## src/hdl/assert_macros.svh

```systemverilog
// Assertion helpers shared by the RTL files.
// Every macro samples on clk and is disabled while rst is high.
`ifndef ASSERT_MACROS_SVH
`define ASSERT_MACROS_SVH

`define PXRLE_ASSERT_ON(label, prop, msg) \
  label: assert property (@(posedge clk) disable iff (rst) (prop)) else $error(msg);

`define PXRLE_ASSERT_IMPLY(label, ante, cons, msg) \
  label: assert property (@(posedge clk) disable iff (rst) (ante) |-> (cons)) else $error(msg);

`define PXRLE_ASSERT_NEXT(label, ante, cons, msg) \
  label: assert property (@(posedge clk) disable iff (rst) (ante) |=> (cons)) else $error(msg);

`endif

```

## src/hdl/pxrle_pkg.sv

```systemverilog
`timescale 1ns / 1ps
// ----------------------------------------------------------------------------
// pxrle_pkg
// Shared types, codes and helpers of the zero run-length sprite decoder.
// ----------------------------------------------------------------------------
package pxrle_pkg;

  localparam int MAX_DIMENSION   = 4096;
  localparam int PALETTE_ENTRIES = 256;
  localparam int PAL_ADDR_W      = $clog2(PALETTE_ENTRIES);
  localparam int PAL_DATA_W      = 18;
  localparam int CFG_INDEX_W     = 3;
  localparam int CFG_DATA_W      = 13;

  localparam logic [1:0] REQ_PALETTE = 2'd0;
  localparam logic [1:0] REQ_START   = 2'd1;
  localparam logic [1:0] REQ_DATA    = 2'd2;

  localparam logic RESULT_PIXEL  = 1'b0;
  localparam logic RESULT_FINISH = 1'b1;

  localparam logic [CFG_INDEX_W-1:0] REG_CANVAS_WIDTH  = 3'd0;
  localparam logic [CFG_INDEX_W-1:0] REG_CANVAS_HEIGHT = 3'd1;
  localparam logic [CFG_INDEX_W-1:0] REG_AREA_LEFT     = 3'd2;
  localparam logic [CFG_INDEX_W-1:0] REG_AREA_TOP      = 3'd3;
  localparam logic [CFG_INDEX_W-1:0] REG_AREA_COLUMNS  = 3'd4;
  localparam logic [CFG_INDEX_W-1:0] REG_AREA_ROWS     = 3'd5;
  localparam logic [CFG_INDEX_W-1:0] REG_RLE_MODE      = 3'd6;

  typedef enum logic [2:0] {
    PH_IDLE,
    PH_LEN_LO,
    PH_LEN_HI,
    PH_PIXEL,
    PH_SKIP,
    PH_RAW
  } phase_t;

  typedef struct packed {
    logic [12:0]        canvas_width;
    logic [12:0]        canvas_height;
    logic signed [12:0] area_left;
    logic signed [12:0] area_top;
    logic [11:0]        area_columns;
    logic [11:0]        area_rows;
    logic               rle_mode;
  } cfg_t;

  typedef struct packed {
    logic        pix;
    logic        fin;
    logic [11:0] px;
    logic [11:0] py;
  } dec_out_t;

  function automatic logic [7:0] widen(input logic [5:0] v);
    return {v, v[5:4]};
  endfunction

endpackage

```

## src/hdl/pxrle_ram.sv

```systemverilog
`timescale 1ns / 1ps
// ----------------------------------------------------------------------------
// pxrle_ram
// Single write port, single read port RAM with registered read data.
// ----------------------------------------------------------------------------
module pxrle_ram #(
  parameter int WIDTH = 18,
  parameter int DEPTH = 256
) (
  input  logic                     clk,
  input  logic                     we,
  input  logic [$clog2(DEPTH)-1:0] waddr,
  input  logic [WIDTH-1:0]         wdata,
  input  logic                     re,
  input  logic [$clog2(DEPTH)-1:0] raddr,
  output logic [WIDTH-1:0]         rdata
);

  logic [WIDTH-1:0] mem [DEPTH];

  always_ff @(posedge clk) begin
    if (we) begin
      mem[waddr] <= wdata;
    end
    if (re) begin
      rdata <= mem[raddr];
    end
  end

endmodule

```

## src/hdl/pxrle_decoder.sv

```systemverilog
`timescale 1ns / 1ps
`include "assert_macros.svh"
// ----------------------------------------------------------------------------
// pxrle_decoder
// Row/column tracking and byte parsing of the frame stream.
// ----------------------------------------------------------------------------
module pxrle_decoder (
  input  logic                  clk,
  input  logic                  rst,
  input  logic                  acc,
  input  logic [1:0]            req_type,
  input  logic [7:0]            data_byte,
  input  pxrle_pkg::cfg_t       cfg,
  output pxrle_pkg::dec_out_t   dec
);

  import pxrle_pkg::*;

  phase_t      phase, phase_next;
  logic [12:0] column_pos, column_pos_next;
  logic [11:0] row_pos, row_pos_next;
  logic [15:0] row_byte_count, row_byte_count_next;
  logic [15:0] row_length, row_length_next;

  logic               end_row;
  logic               emit_req;
  logic [15:0]        rbc_inc;
  logic [15:0]        len_full;
  logic [13:0]        skip_sum;
  logic [11:0]        row_inc;
  logic signed [14:0] tx;
  logic signed [14:0] ty;
  logic               on_canvas;

  always_ff @(posedge clk) begin
    if (rst) begin
      phase          <= PH_IDLE;
      column_pos     <= '0;
      row_pos        <= '0;
      row_byte_count <= '0;
      row_length     <= '0;
    end else if (acc) begin
      phase          <= phase_next;
      column_pos     <= column_pos_next;
      row_pos        <= row_pos_next;
      row_byte_count <= row_byte_count_next;
      row_length     <= row_length_next;
    end
  end

  always_comb begin
    tx = {{2{cfg.area_left[12]}}, cfg.area_left} + $signed({2'b00, column_pos});
    ty = {{2{cfg.area_top[12]}}, cfg.area_top} + $signed({3'b000, row_pos});
    on_canvas = !tx[14] && !ty[14]
             && ({1'b0, tx[13:0]} < {2'b00, cfg.canvas_width})
             && ({1'b0, ty[13:0]} < {2'b00, cfg.canvas_height})
             && ({17'd0, tx} < 32'(MAX_DIMENSION))
             && ({17'd0, ty} < 32'(MAX_DIMENSION));
    rbc_inc  = row_byte_count + 16'd1;
    len_full = row_length | {data_byte, 8'h00};
    skip_sum = {1'b0, column_pos} + {6'd0, data_byte};
    row_inc  = row_pos + 12'd1;

    phase_next          = phase;
    column_pos_next     = column_pos;
    row_pos_next        = row_pos;
    row_byte_count_next = row_byte_count;
    row_length_next     = row_length;
    end_row             = 1'b0;
    emit_req            = 1'b0;
    dec                 = '0;

    case (req_type)
      REQ_START: begin
        column_pos_next     = '0;
        row_pos_next        = '0;
        row_byte_count_next = '0;
        row_length_next     = '0;
        if (cfg.area_rows == 12'd0 || (!cfg.rle_mode && cfg.area_columns == 12'd0)) begin
          dec.fin    = 1'b1;
          phase_next = PH_IDLE;
        end else begin
          phase_next = cfg.rle_mode ? PH_LEN_LO : PH_RAW;
        end
      end
      REQ_DATA: begin
        case (phase)
          PH_LEN_LO: begin
            row_length_next     = {8'h00, data_byte};
            row_byte_count_next = 16'd1;
            phase_next          = PH_LEN_HI;
          end
          PH_LEN_HI: begin
            row_length_next     = (len_full < 16'd2) ? 16'd2 : len_full;
            row_byte_count_next = 16'd2;
            phase_next          = PH_PIXEL;
            end_row             = (row_length_next == 16'd2);
          end
          PH_PIXEL: begin
            row_byte_count_next = rbc_inc;
            if ({1'b0, column_pos} < {2'b00, cfg.area_columns}) begin
              if (data_byte == 8'd0) begin
                if (rbc_inc < row_length) begin
                  phase_next = PH_SKIP;
                end
              end else begin
                emit_req        = 1'b1;
                column_pos_next = column_pos + 13'd1;
              end
            end
            end_row = (phase_next == PH_PIXEL) && (rbc_inc >= row_length);
          end
          PH_SKIP: begin
            row_byte_count_next = rbc_inc;
            column_pos_next     = skip_sum[13] ? 13'h1FFF : skip_sum[12:0];
            phase_next          = PH_PIXEL;
            end_row             = (rbc_inc >= row_length);
          end
          PH_RAW: begin
            emit_req        = 1'b1;
            column_pos_next = column_pos + 13'd1;
            end_row         = (column_pos_next >= {1'b0, cfg.area_columns});
          end
          default: begin
          end
        endcase
      end
      default: begin
      end
    endcase

    if (end_row) begin
      column_pos_next     = '0;
      row_byte_count_next = '0;
      row_length_next     = '0;
      row_pos_next        = row_inc;
      if (row_inc >= cfg.area_rows || row_inc == 12'd0) begin
        dec.fin    = 1'b1;
        phase_next = PH_IDLE;
      end else begin
        phase_next = (phase == PH_RAW) ? PH_RAW : PH_LEN_LO;
      end
    end

    dec.pix = emit_req && (data_byte != 8'd0) && on_canvas;
    dec.px  = tx[11:0];
    dec.py  = ty[11:0];
  end

  `PXRLE_ASSERT_IMPLY(a_idle_clean, phase == PH_IDLE, column_pos == 13'd0 && row_byte_count == 16'd0 && row_length == 16'd0, "idle with row state left over")
  `PXRLE_ASSERT_IMPLY(a_len_hi_count, phase == PH_LEN_HI, row_byte_count == 16'd1, "length high byte expected after one byte")
  `PXRLE_ASSERT_IMPLY(a_skip_in_row, phase == PH_SKIP, row_byte_count < row_length, "skip count beyond row end")

endmodule

```

## src/hdl/palette_expand_rle_shape_decode_core.sv

```systemverilog
`timescale 1ns / 1ps
`include "assert_macros.svh"
// ----------------------------------------------------------------------------
// palette_expand_rle_shape_decode_core
// Results are valid in the cycle after the input transfer.
// Throughput: 1 item per cycle while out_ready is high; an item giving a
// pixel and a frame finish holds the input until its pixel result drains.
// The palette colour comes from the registered read port of the palette RAM.
// Reset: control state and config cleared (canvas 1x1), palette undefined.
// ----------------------------------------------------------------------------
module palette_expand_rle_shape_decode_core (
  input  logic                                clk,
  input  logic                                rst,
  input  logic                                cfg_write,
  input  logic [pxrle_pkg::CFG_INDEX_W-1:0]   cfg_index,
  input  logic [pxrle_pkg::CFG_DATA_W-1:0]    cfg_data,
  input  logic                                in_valid,
  output logic                                in_ready,
  input  logic [1:0]                          req_type,
  input  logic [7:0]                          palette_slot,
  input  logic [5:0]                          red_six,
  input  logic [5:0]                          green_six,
  input  logic [5:0]                          blue_six,
  input  logic [7:0]                          data_byte,
  output logic                                out_valid,
  input  logic                                out_ready,
  output logic                                result_kind,
  output logic [11:0]                         pixel_x,
  output logic [11:0]                         pixel_y,
  output logic [7:0]                          red,
  output logic [7:0]                          green,
  output logic [7:0]                          blue,
  output logic                                last
);

  import pxrle_pkg::*;

  cfg_t                  cfg;
  dec_out_t              dec;
  logic                  acc;
  logic                  pix_pend;
  logic                  fin_pend;
  logic [11:0]           px;
  logic [11:0]           py;
  logic [PAL_DATA_W-1:0] pal_rdata;

  always_ff @(posedge clk) begin
    if (rst) begin
      cfg.canvas_width  <= 13'd1;
      cfg.canvas_height <= 13'd1;
      cfg.area_left     <= '0;
      cfg.area_top      <= '0;
      cfg.area_columns  <= '0;
      cfg.area_rows     <= '0;
      cfg.rle_mode      <= 1'b0;
    end else if (cfg_write) begin
      case (cfg_index)
        REG_CANVAS_WIDTH:  cfg.canvas_width  <= cfg_data;
        REG_CANVAS_HEIGHT: cfg.canvas_height <= cfg_data;
        REG_AREA_LEFT:     cfg.area_left     <= cfg_data;
        REG_AREA_TOP:      cfg.area_top      <= cfg_data;
        REG_AREA_COLUMNS:  cfg.area_columns  <= cfg_data[11:0];
        REG_AREA_ROWS:     cfg.area_rows     <= cfg_data[11:0];
        REG_RLE_MODE:      cfg.rle_mode      <= cfg_data[0];
        default: begin
        end
      endcase
    end
  end

  assign in_ready = !(pix_pend || fin_pend) || (out_ready && !(pix_pend && fin_pend));
  assign acc      = in_valid && in_ready;

  pxrle_decoder u_decoder (
    .clk       (clk),
    .rst       (rst),
    .acc       (acc),
    .req_type  (req_type),
    .data_byte (data_byte),
    .cfg       (cfg),
    .dec       (dec)
  );

  pxrle_ram #(
    .WIDTH (PAL_DATA_W),
    .DEPTH (PALETTE_ENTRIES)
  ) u_palette (
    .clk   (clk),
    .we    (acc && req_type == REQ_PALETTE),
    .waddr (palette_slot),
    .wdata ({blue_six, green_six, red_six}),
    .re    (acc),
    .raddr (data_byte),
    .rdata (pal_rdata)
  );

  // result stage: pixel drains first, then frame finish
  always_ff @(posedge clk) begin
    if (rst) begin
      pix_pend <= 1'b0;
      fin_pend <= 1'b0;
    end else if (acc) begin
      pix_pend <= dec.pix;
      fin_pend <= dec.fin;
    end else if (out_valid && out_ready) begin
      if (pix_pend) begin
        pix_pend <= 1'b0;
      end else begin
        fin_pend <= 1'b0;
      end
    end
  end

  always_ff @(posedge clk) begin
    if (acc) begin
      px <= dec.px;
      py <= dec.py;
    end
  end

  always_comb begin
    out_valid   = pix_pend || fin_pend;
    result_kind = pix_pend ? RESULT_PIXEL : RESULT_FINISH;
    pixel_x     = pix_pend ? px : 12'd0;
    pixel_y     = pix_pend ? py : 12'd0;
    red         = pix_pend ? widen(pal_rdata[5:0]) : 8'd0;
    green       = pix_pend ? widen(pal_rdata[11:6]) : 8'd0;
    blue        = pix_pend ? widen(pal_rdata[17:12]) : 8'd0;
    last        = !(pix_pend && fin_pend);
  end

  `PXRLE_ASSERT_IMPLY(a_full_stalls, pix_pend && fin_pend, !in_ready, "input taken with two results queued")
  `PXRLE_ASSERT_NEXT(a_pixel_follows, acc && dec.pix, pix_pend && out_valid, "pixel result lost after transfer")
  `PXRLE_ASSERT_IMPLY(a_last_flag, out_valid && !last, pix_pend && fin_pend, "last cleared without a second result")

endmodule

```

## config.mk

```make
export PLATFORM = sky130hd
export DESIGN_NAME = palette_expand_rle_shape_decode_core
export DESIGN_NICKNAME = d
export VERILOG_FILES = /design/src/hdl/pxrle_pkg.sv /design/src/hdl/pxrle_ram.sv /design/src/hdl/pxrle_decoder.sv /design/src/hdl/palette_expand_rle_shape_decode_core.sv
export VERILOG_INCLUDE_DIRS = /design/src /design/src/hdl
export SDC_FILE = /design/constraint.sdc
export NUM_CORES = 2
export LEC_CHECK = 0
export ABC_CLOCK_PERIOD_IN_PS = 5200
export BUFFER_PORTS_ARGS = -buffer_cell sky130_fd_sc_hd__buf_2
export CAP_MARGIN = 20
export CORE_AREA = 2 2 588 590
export DETAILED_ROUTE_END_ITERATION = 8
export DIE_AREA = 0 0 590 592
export GPL_ROUTABILITY_DRIVEN = 0
export HOLD_SLACK_MARGIN = 0.15
export PLACE_DENSITY = 0.7
export SYNTH_ARGS = -nofsm -noshare
export SYNTH_HDL_FRONTEND = slang
export SYNTH_MEMORY_MAX_BITS = 65536
export SYNTH_SLANG_ARGS = --single-unit
```

## constraint.sdc

```tcl
create_clock -name clk -period 5.2 [get_ports clk]
set_input_delay 0.52 -clock clk [delete_from_list [all_inputs] [get_ports clk]]
set_output_delay 0.52 -clock clk [all_outputs]
set_load 0.03 [all_outputs]
```

Word-level counts from Yosys, hierarchy flattened
Memories as Yosys holds them, arrays and structs flattened. A register that Yosys moved wholly into a read port is not among the register bits.
Cells that the tools add are included.
Operators by class
  reduce and logical (&&, ||, !) cells: 48
  bitwise logic cells: 1
  muxes and demuxes: 50
  eq/ne operators: 22
  $add $sub $neg: 6
  $lt $le $gt $ge: 10
Operator list (count)
  $pmux W16 S2: 3
  $mux W13: 4
  $mux W12: 4
  $mux W16: 3
  $pmux W16 S3: 1
  $pmux W13 S3: 1
  $logic_not A12 Y1: 3
  $lt A15 B13 Y1 const B: 2
  $mux W3: 10
  $lt A14 B13 Y1: 2
  $pmux W13 S2: 1
  $mux W8: 3
  $reduce_and A2 Y1: 9
  $add A16 B1 Y16 const B: 1
  $eq A16 B2 Y1 const B: 1
  $ge A16 B16 Y1: 1
  $lt A16 B16 Y1: 1
  $lt A16 B2 Y1 const B: 1
  $mux W1: 16
  $or A16 B16 Y16: 1
  $add A13 B14 Y15: 1
  $eq A3 B2 Y1 const B: 5
  $eq A3 B3 Y1 const B: 5
  $add A13 B13 Y14: 1
  other kinds (31): 57
Storage, ports and cells
  input bits: 57
  output and inout port bits: 52
  bits in writable memories: 4608
  register bits after elaboration: 163
  memories kept: 1
  logic and storage cells: 154
Memory list
  u_palette.mem: words 256, width 18, read ports 1, clocked after Yosys merged registers in 1, write ports 1, line pxrle_ram.sv:19  | logic [WIDTH-1:0] mem [DEPTH];

Depth between registers and ports, before layout
  word-level depth: 13
  gate-level depth with buffers: 19
  mapped depth without buffers: 19

By module
Synthesis repeated with hierarchy kept, for this count alone.
Second synthesis, totals
  cell total of the unflattened synthesis: 9574
  area total of the unflattened synthesis: 189112.6 um^2
By module, submodules not included
  pxrle_ram: sequential area each 138913.2 um^2, instances 1, area an instance 178402.4 um^2, cells each 8281
  pxrle_decoder: sequential area each 1201.2 um^2, instances 1, area an instance 6772.7 um^2, cells each 854
  palette_expand_rle_shape_decode_core: sequential area each 2302.2 um^2, instances 1, area an instance 3937.5 um^2, cells each 439

Worst setup path before layout
No wires, ideal clock.
  kind: input port to flip-flop
  start: input out_ready
  end: memory u_palette.mem[180][0], enable pin
  library setup time: 393 ps
  path buffers: 1
  data required time: 4807 ps
  slack: 632 ps
  cell stages on the path: 9
  data arrival time: 4176 ps
  cells stage by stage: nand2b_1 > a21oi_1 > nand2_1 > inv_1 > nand2_1 > nor3b_1 > nand3_1 > clkbuf_1 > nor2_1
Between the ends
  longest elaborated chain between the ends: 6
RTL lines
  start, declared: line palette_expand_rle_shape_decode_core.sv:26  | input logic out_ready,
  $logic_and A1 B1 Y1: line palette_expand_rle_shape_decode_core.sv:71  | assign in_ready = !(pix_pend || fin_pend) || (out_ready && !(pix_pend && fin_pend));
  $logic_or A1 B1 Y1: line palette_expand_rle_shape_decode_core.sv:71
  named net in_ready: line palette_expand_rle_shape_decode_core.sv:18  | output logic in_ready,
  $logic_and A1 B1 Y1: line palette_expand_rle_shape_decode_core.sv:72  | assign acc = in_valid && in_ready;
  named net acc: line palette_expand_rle_shape_decode_core.sv:40  | logic acc;
  $logic_and A1 B1 Y1: line palette_expand_rle_shape_decode_core.sv:89  | .we (acc && req_type == REQ_PALETTE),
  $mux W1: line pxrle_ram.sv:22  | if (we) begin
  $mux W1 (not written as such): line pxrle_ram.sv:23  | mem[waddr] <= wdata;
  end, declared: line pxrle_ram.sv:19
The timed path passes the listed nets, and every way through them passes these cells.

Worst setup path after layout
  start: register, netlist name cfg[38]
  end: register pix_pend
Between the ends
  longest elaborated chain between the ends: 9
  elaborated cells on any way between the ends: 11
  those cells by class: 1 x add/sub; 2 x order compare; 1 x mux; 7 x reduce/logical
RTL lines
  $add A13 B14 Y15 (*): line pxrle_decoder.sv:52  | tx = {{2{cfg.area_left[12]}}, cfg.area_left} + $signed({2'b00, column_pos});
  branches (longest 4 deep; another with $lt A14 B13 Y1)
  $logic_and A1 B1 Y1 (*): line pxrle_decoder.sv:57  | && ({17'd0, tx} < 32'(MAX_DIMENSION))
  $logic_and A1 B1 Y1 (*): line pxrle_decoder.sv:58  | && ({17'd0, ty} < 32'(MAX_DIMENSION));
  $logic_and A1 B1 Y1 (*): line pxrle_decoder.sv:145  | dec.pix = emit_req && (data_byte != 8'd0) && on_canvas;
  $mux W1 (*): line palette_expand_rle_shape_decode_core.sv:102  | end else if (acc) begin
  end signal, assigned: line palette_expand_rle_shape_decode_core.sv:103  | pix_pend <= dec.pix;
  end, declared: line palette_expand_rle_shape_decode_core.sv:41  | logic pix_pend;
Mark *: on every way between the ends.
A chain may end at the register's enable or synchronous reset.

==> run_results.csv <==
group,metric,value,unit
synthesis,syn-cell-area,187700,sq um
grt,grt_pass1_vias,96330,
synthesis,syn_nets,9313,
synthesis,synthXorXnorAreaFrac,0.2753,%
setup_path,worstSetupEndpoint,"pix_pend",
clock_network,clock_sinks,4789,
timing,min_period,4.941,ns
place,dp_cells,13850,
power_and_ir_drop,power.density,369.5,nW/um^2
place,port_buffers,108,
detailed_routing,via_per_inst,6.654,
floorplan,core_area,342400,sq um
timing,worst_pin_slew,1.563,ns
floorplan,die-area,349300,sq um
grt,antenna_found_initial,26,
place,placed_cell_area,198000,sq um
detailed_routing,drt-total-wl,502100,um
timing,clock.fmax,202.4,MHz
layout,multi_input_area,43410,sq um
synthesis,synth_top_family_by_area,"multiplexers",
synthesis,synth_compound_area_share,3.531,%
synthesis,synthMuxAreaShare,15.82,%
setup_path,reg2reg_slack,0.26,ns
synthesis,synth_edf_count,4650,
layout,nNetsFinal,9971,
synthesis,synthAdderAreaFrac,0.8052,%
clock_network,cts_buffers,462,
timing,layout_setup_ws,0.2592,ns
power_and_ir_drop,leakage,68.18,nW
clock_network,cts_max_level,5,
timing,period_share,95.02,%
grt,grt_use_total,28.54,%
grt,overflow,0,
setup_path,slowest_stage,"or4_1",
floorplan,io_pins,109,
timing,fin_skew,0.06970,ns
place,hpwl,292200,um
detailed_routing,drtPass1Iterations,6,
setup_path,endpoint_kind,"flop",
grt,grt_max_degree,192,
timing,final-setup-viol-count,0,
min_path,min_path_type,"in -> reg",
timing,finalMaxSlewViolations,34,
setup_path,crit_cells,18,
floorplan,num_rows,215,
setup_path,ff2ff_path_depth,18,
floorplan,die_y,592,um
detailed_routing,drc_errors,0,
timing,hold_viol,0,
setup_path,cp_max_fo,3,
layout,layout-drive-gt1-share,27.61,%
clock_network,cts-root-buf,"clkbuf_16",
layout,final_cells,14720,
layout,ff_latch_area,142400,sq um
layout,final_common_cell,"edfxtp_1",
synthesis,synth_flop_cell,"edfxtp_1",
setup_path,arrival,5.87,ns
grt,grt_pass1_wl,708800,um
layout,synthToLayoutAreaGrowth,13.28,%
clock_network,clk_latency,1.02,ns
detailed_routing,first_iter_violations,13530,
setup_path,path_cells,"ha_1 -> fa_1 -> a21oi_1 -> o211ai_1 -> o41ai_2 -> o21ai_0 -> nor2_1 -> nor2_1 -> or3_1 -> nand2_1 -> ha_1 -> a222oi_1 -> o211ai_1 -> a2111oi_0 -> nand4b_1 -> or4_1 -> nor4_1 -> a31o_2",
synthesis,synth.ff_latch_count,4789,
power_and_ir_drop,irDropWorstVdd,311.1,uV
layout,fillers,22920,
clock_network,clk_pin_slew,0.07,ns
synthesis,synth_cell_types,83,
setup_path,r2r_end,"pix_pend",
layout,stdcell_area,212600,sq um
synthesis,synthArstFlopShare,0,%
synthesis,avgSynthCellArea,20.55,sq um
power_and_ir_drop,finalPower,78.57,mW
setup_path,required,6.13,ns
outcome,violations,"max-slew violations",
setup_path,cp_top_family,"compound AO/OA/AOI/OAI gates",
floorplan,initial_utilization,54.82,%
synthesis,synthCells,9137,
clock_network,tritoncts,"built",
detailed_routing,ant_nets,0,
detailed_routing,num_vias,97980,
synthesis,yosysWarnings,0,
floorplan,die_w,590,um
place,dp_slack,0.2564,ns
setup_path,r2r-start,"cfg[38]",
setup_path,slowest_delay,0.49,ns
flow_run,cap_violations,0,
synthesis,synthSimpleGateAreaFrac,2.315,%
setup_path,crit_buf_inv,0,
setup_path,startpoint,"cfg[38]",
setup_path,crit_type,"reg -> reg",
timing,slew_headroom,-4.176,%
layout,final_cell_mix,"edfxtp_1 (4,650), mux4_2 (1,045), buf_4 (488), clkbuf_16 (470), mux2i_1 (412)",
detailed_routing,wl_per_cell,34.10,um
clock_network,clockBufferDepth,4,
synthesis,synth_seq_area_share,75.87,%
setup_path,cp-start-kind,"flop",
outcome,outcome,"complete, but fails checks",
routing by layer:
| metal | vias up | track usage (%) | part of all wire [%] |
|---|---|---|---|
| met5 | - | 0 | 0.0072 |
| met2 | 6093 | 44.57 | 47 |
| met3 | 1006 | 5.592 | 11 |
| met4 | 6 | 12.43 | 4.9 |
| li1 | 39380 | - | - |
| met1 | 51490 | 39.73 | 37 |
timing repair:
item	4_1_cts	5_1_grt
endpoints found under the setup margin	0	14
hold buffers	41	0
gates resized for setup	0	4
setup buffers	0	0
endpoints found under the hold margin	568	0
cell type report:
type	count	share of cell area, %
sequential	4789	66.97
tap	4557	2.681
antenna	14	0.01647
timing repair buffer	718	3.055
clock buffer	564	5.706
clock inverter	258	0.9850
multi-input combinational	3729	20.41
inverter	95	0.1683
flip-flops by register name, indices dropped and copies added (netlist names):
name,cells
u_decoder.phase,3
px,12
u_decoder.row_pos,12
u_palette.rdata,18
u_palette.mem,4608
fin_pend,1
u_decoder.row_byte_count,16
u_decoder.row_length,16
u_decoder.column_pos,13
cfg,77
py,12
pix_pend,1
how the worst min path moves through the flow:
| stage | from | end | slack (ns) | depth (start not counted) |
|---|---|---|---|---|
| after floorplan | cfg[15] | cfg[15] | 0.44 | 2 |
| after global placement | cfg[68] | cfg[68] | 0.44 | 2 |
| after detailed placement | cfg[18] | cfg[18] | 0.45 | 2 |
| after CTS | req_type[0] | fin_pend | 0.15 | 4 |
| after global routing | green_six[1] | u_palette.mem[255][7] | 0.17 | 1 |
| final | green_six[1] | u_palette.mem[255][7] | 0.17 | 1 |
Yosys cell counts, drive strengths merged, types with 6 or more instances:
master      n  share of area (%)
o221ai    101               0.47
o22ai     134               0.45
mux2      181                1.1
a22oi       6              0.024
or2         9              0.030
a221o      12              0.064
a22o       21              0.098
o211ai     24              0.096
o21bai      7              0.028
inv        94               0.19
xor2       21              0.098
mux2i     412                2.2
nor3       42               0.11
nand4      15              0.050
nor2b      25              0.083
o2bb2ai    12              0.056
o21a        9              0.036
a211o      25               0.12
a21o       12              0.048
or3         8              0.027
clkbuf    308               0.62
a311oi      6              0.028
xnor2      38               0.18
a211oi     66               0.26
nand2b     23              0.077
o21ai      76               0.20
edfxtp   4650                 74
and3       26              0.089
dfxtp     139                1.5
o31ai       7              0.028
a31oi      22              0.073
nand3b      8              0.032
and2       52               0.17
nor2      371               0.74
ha        116               0.77
and4        9              0.042
buf       216               0.58
nor4       19              0.063
nand2     291               0.58
a221oi    119               0.56
nand3      59               0.16
a21oi     231               0.62
mux4     1045                 13
cell families after synthesis:
kind of cell    Yosys count
xor+xnor                 59
buf+inv                 619
fa+ha+maj               119
mux                    1638
compound gates          944
simple gates            969
flops                  4789
report_power, final:
| part | leakage, nW | switching, mW | internal [mW] | total (mW) |
|---|---|---|---|---|
| sequential | 42.9 | 0.0446 | 42.4 | 42.4 |
| combinational | 18.2 | 2.76 | 1.44 | 4.20 |
| clock | 6.98 | 14.1 | 17.9 | 31.9 |
stage by stage:
stage          utilization (%)  setup TNS (ns)  hold slack, ns
3_3_place_gp             57.79               0          0.4422
2_1_floorplan                -               0          0.4363
3_5_place_dp             57.80               0          0.4465
5_1_grt                  62.09         -0.1222          0.1674
6_report                 62.10               0          0.1688
4_1_cts                  62.08               0          0.1532
Power figures use the tool's default switching activity.
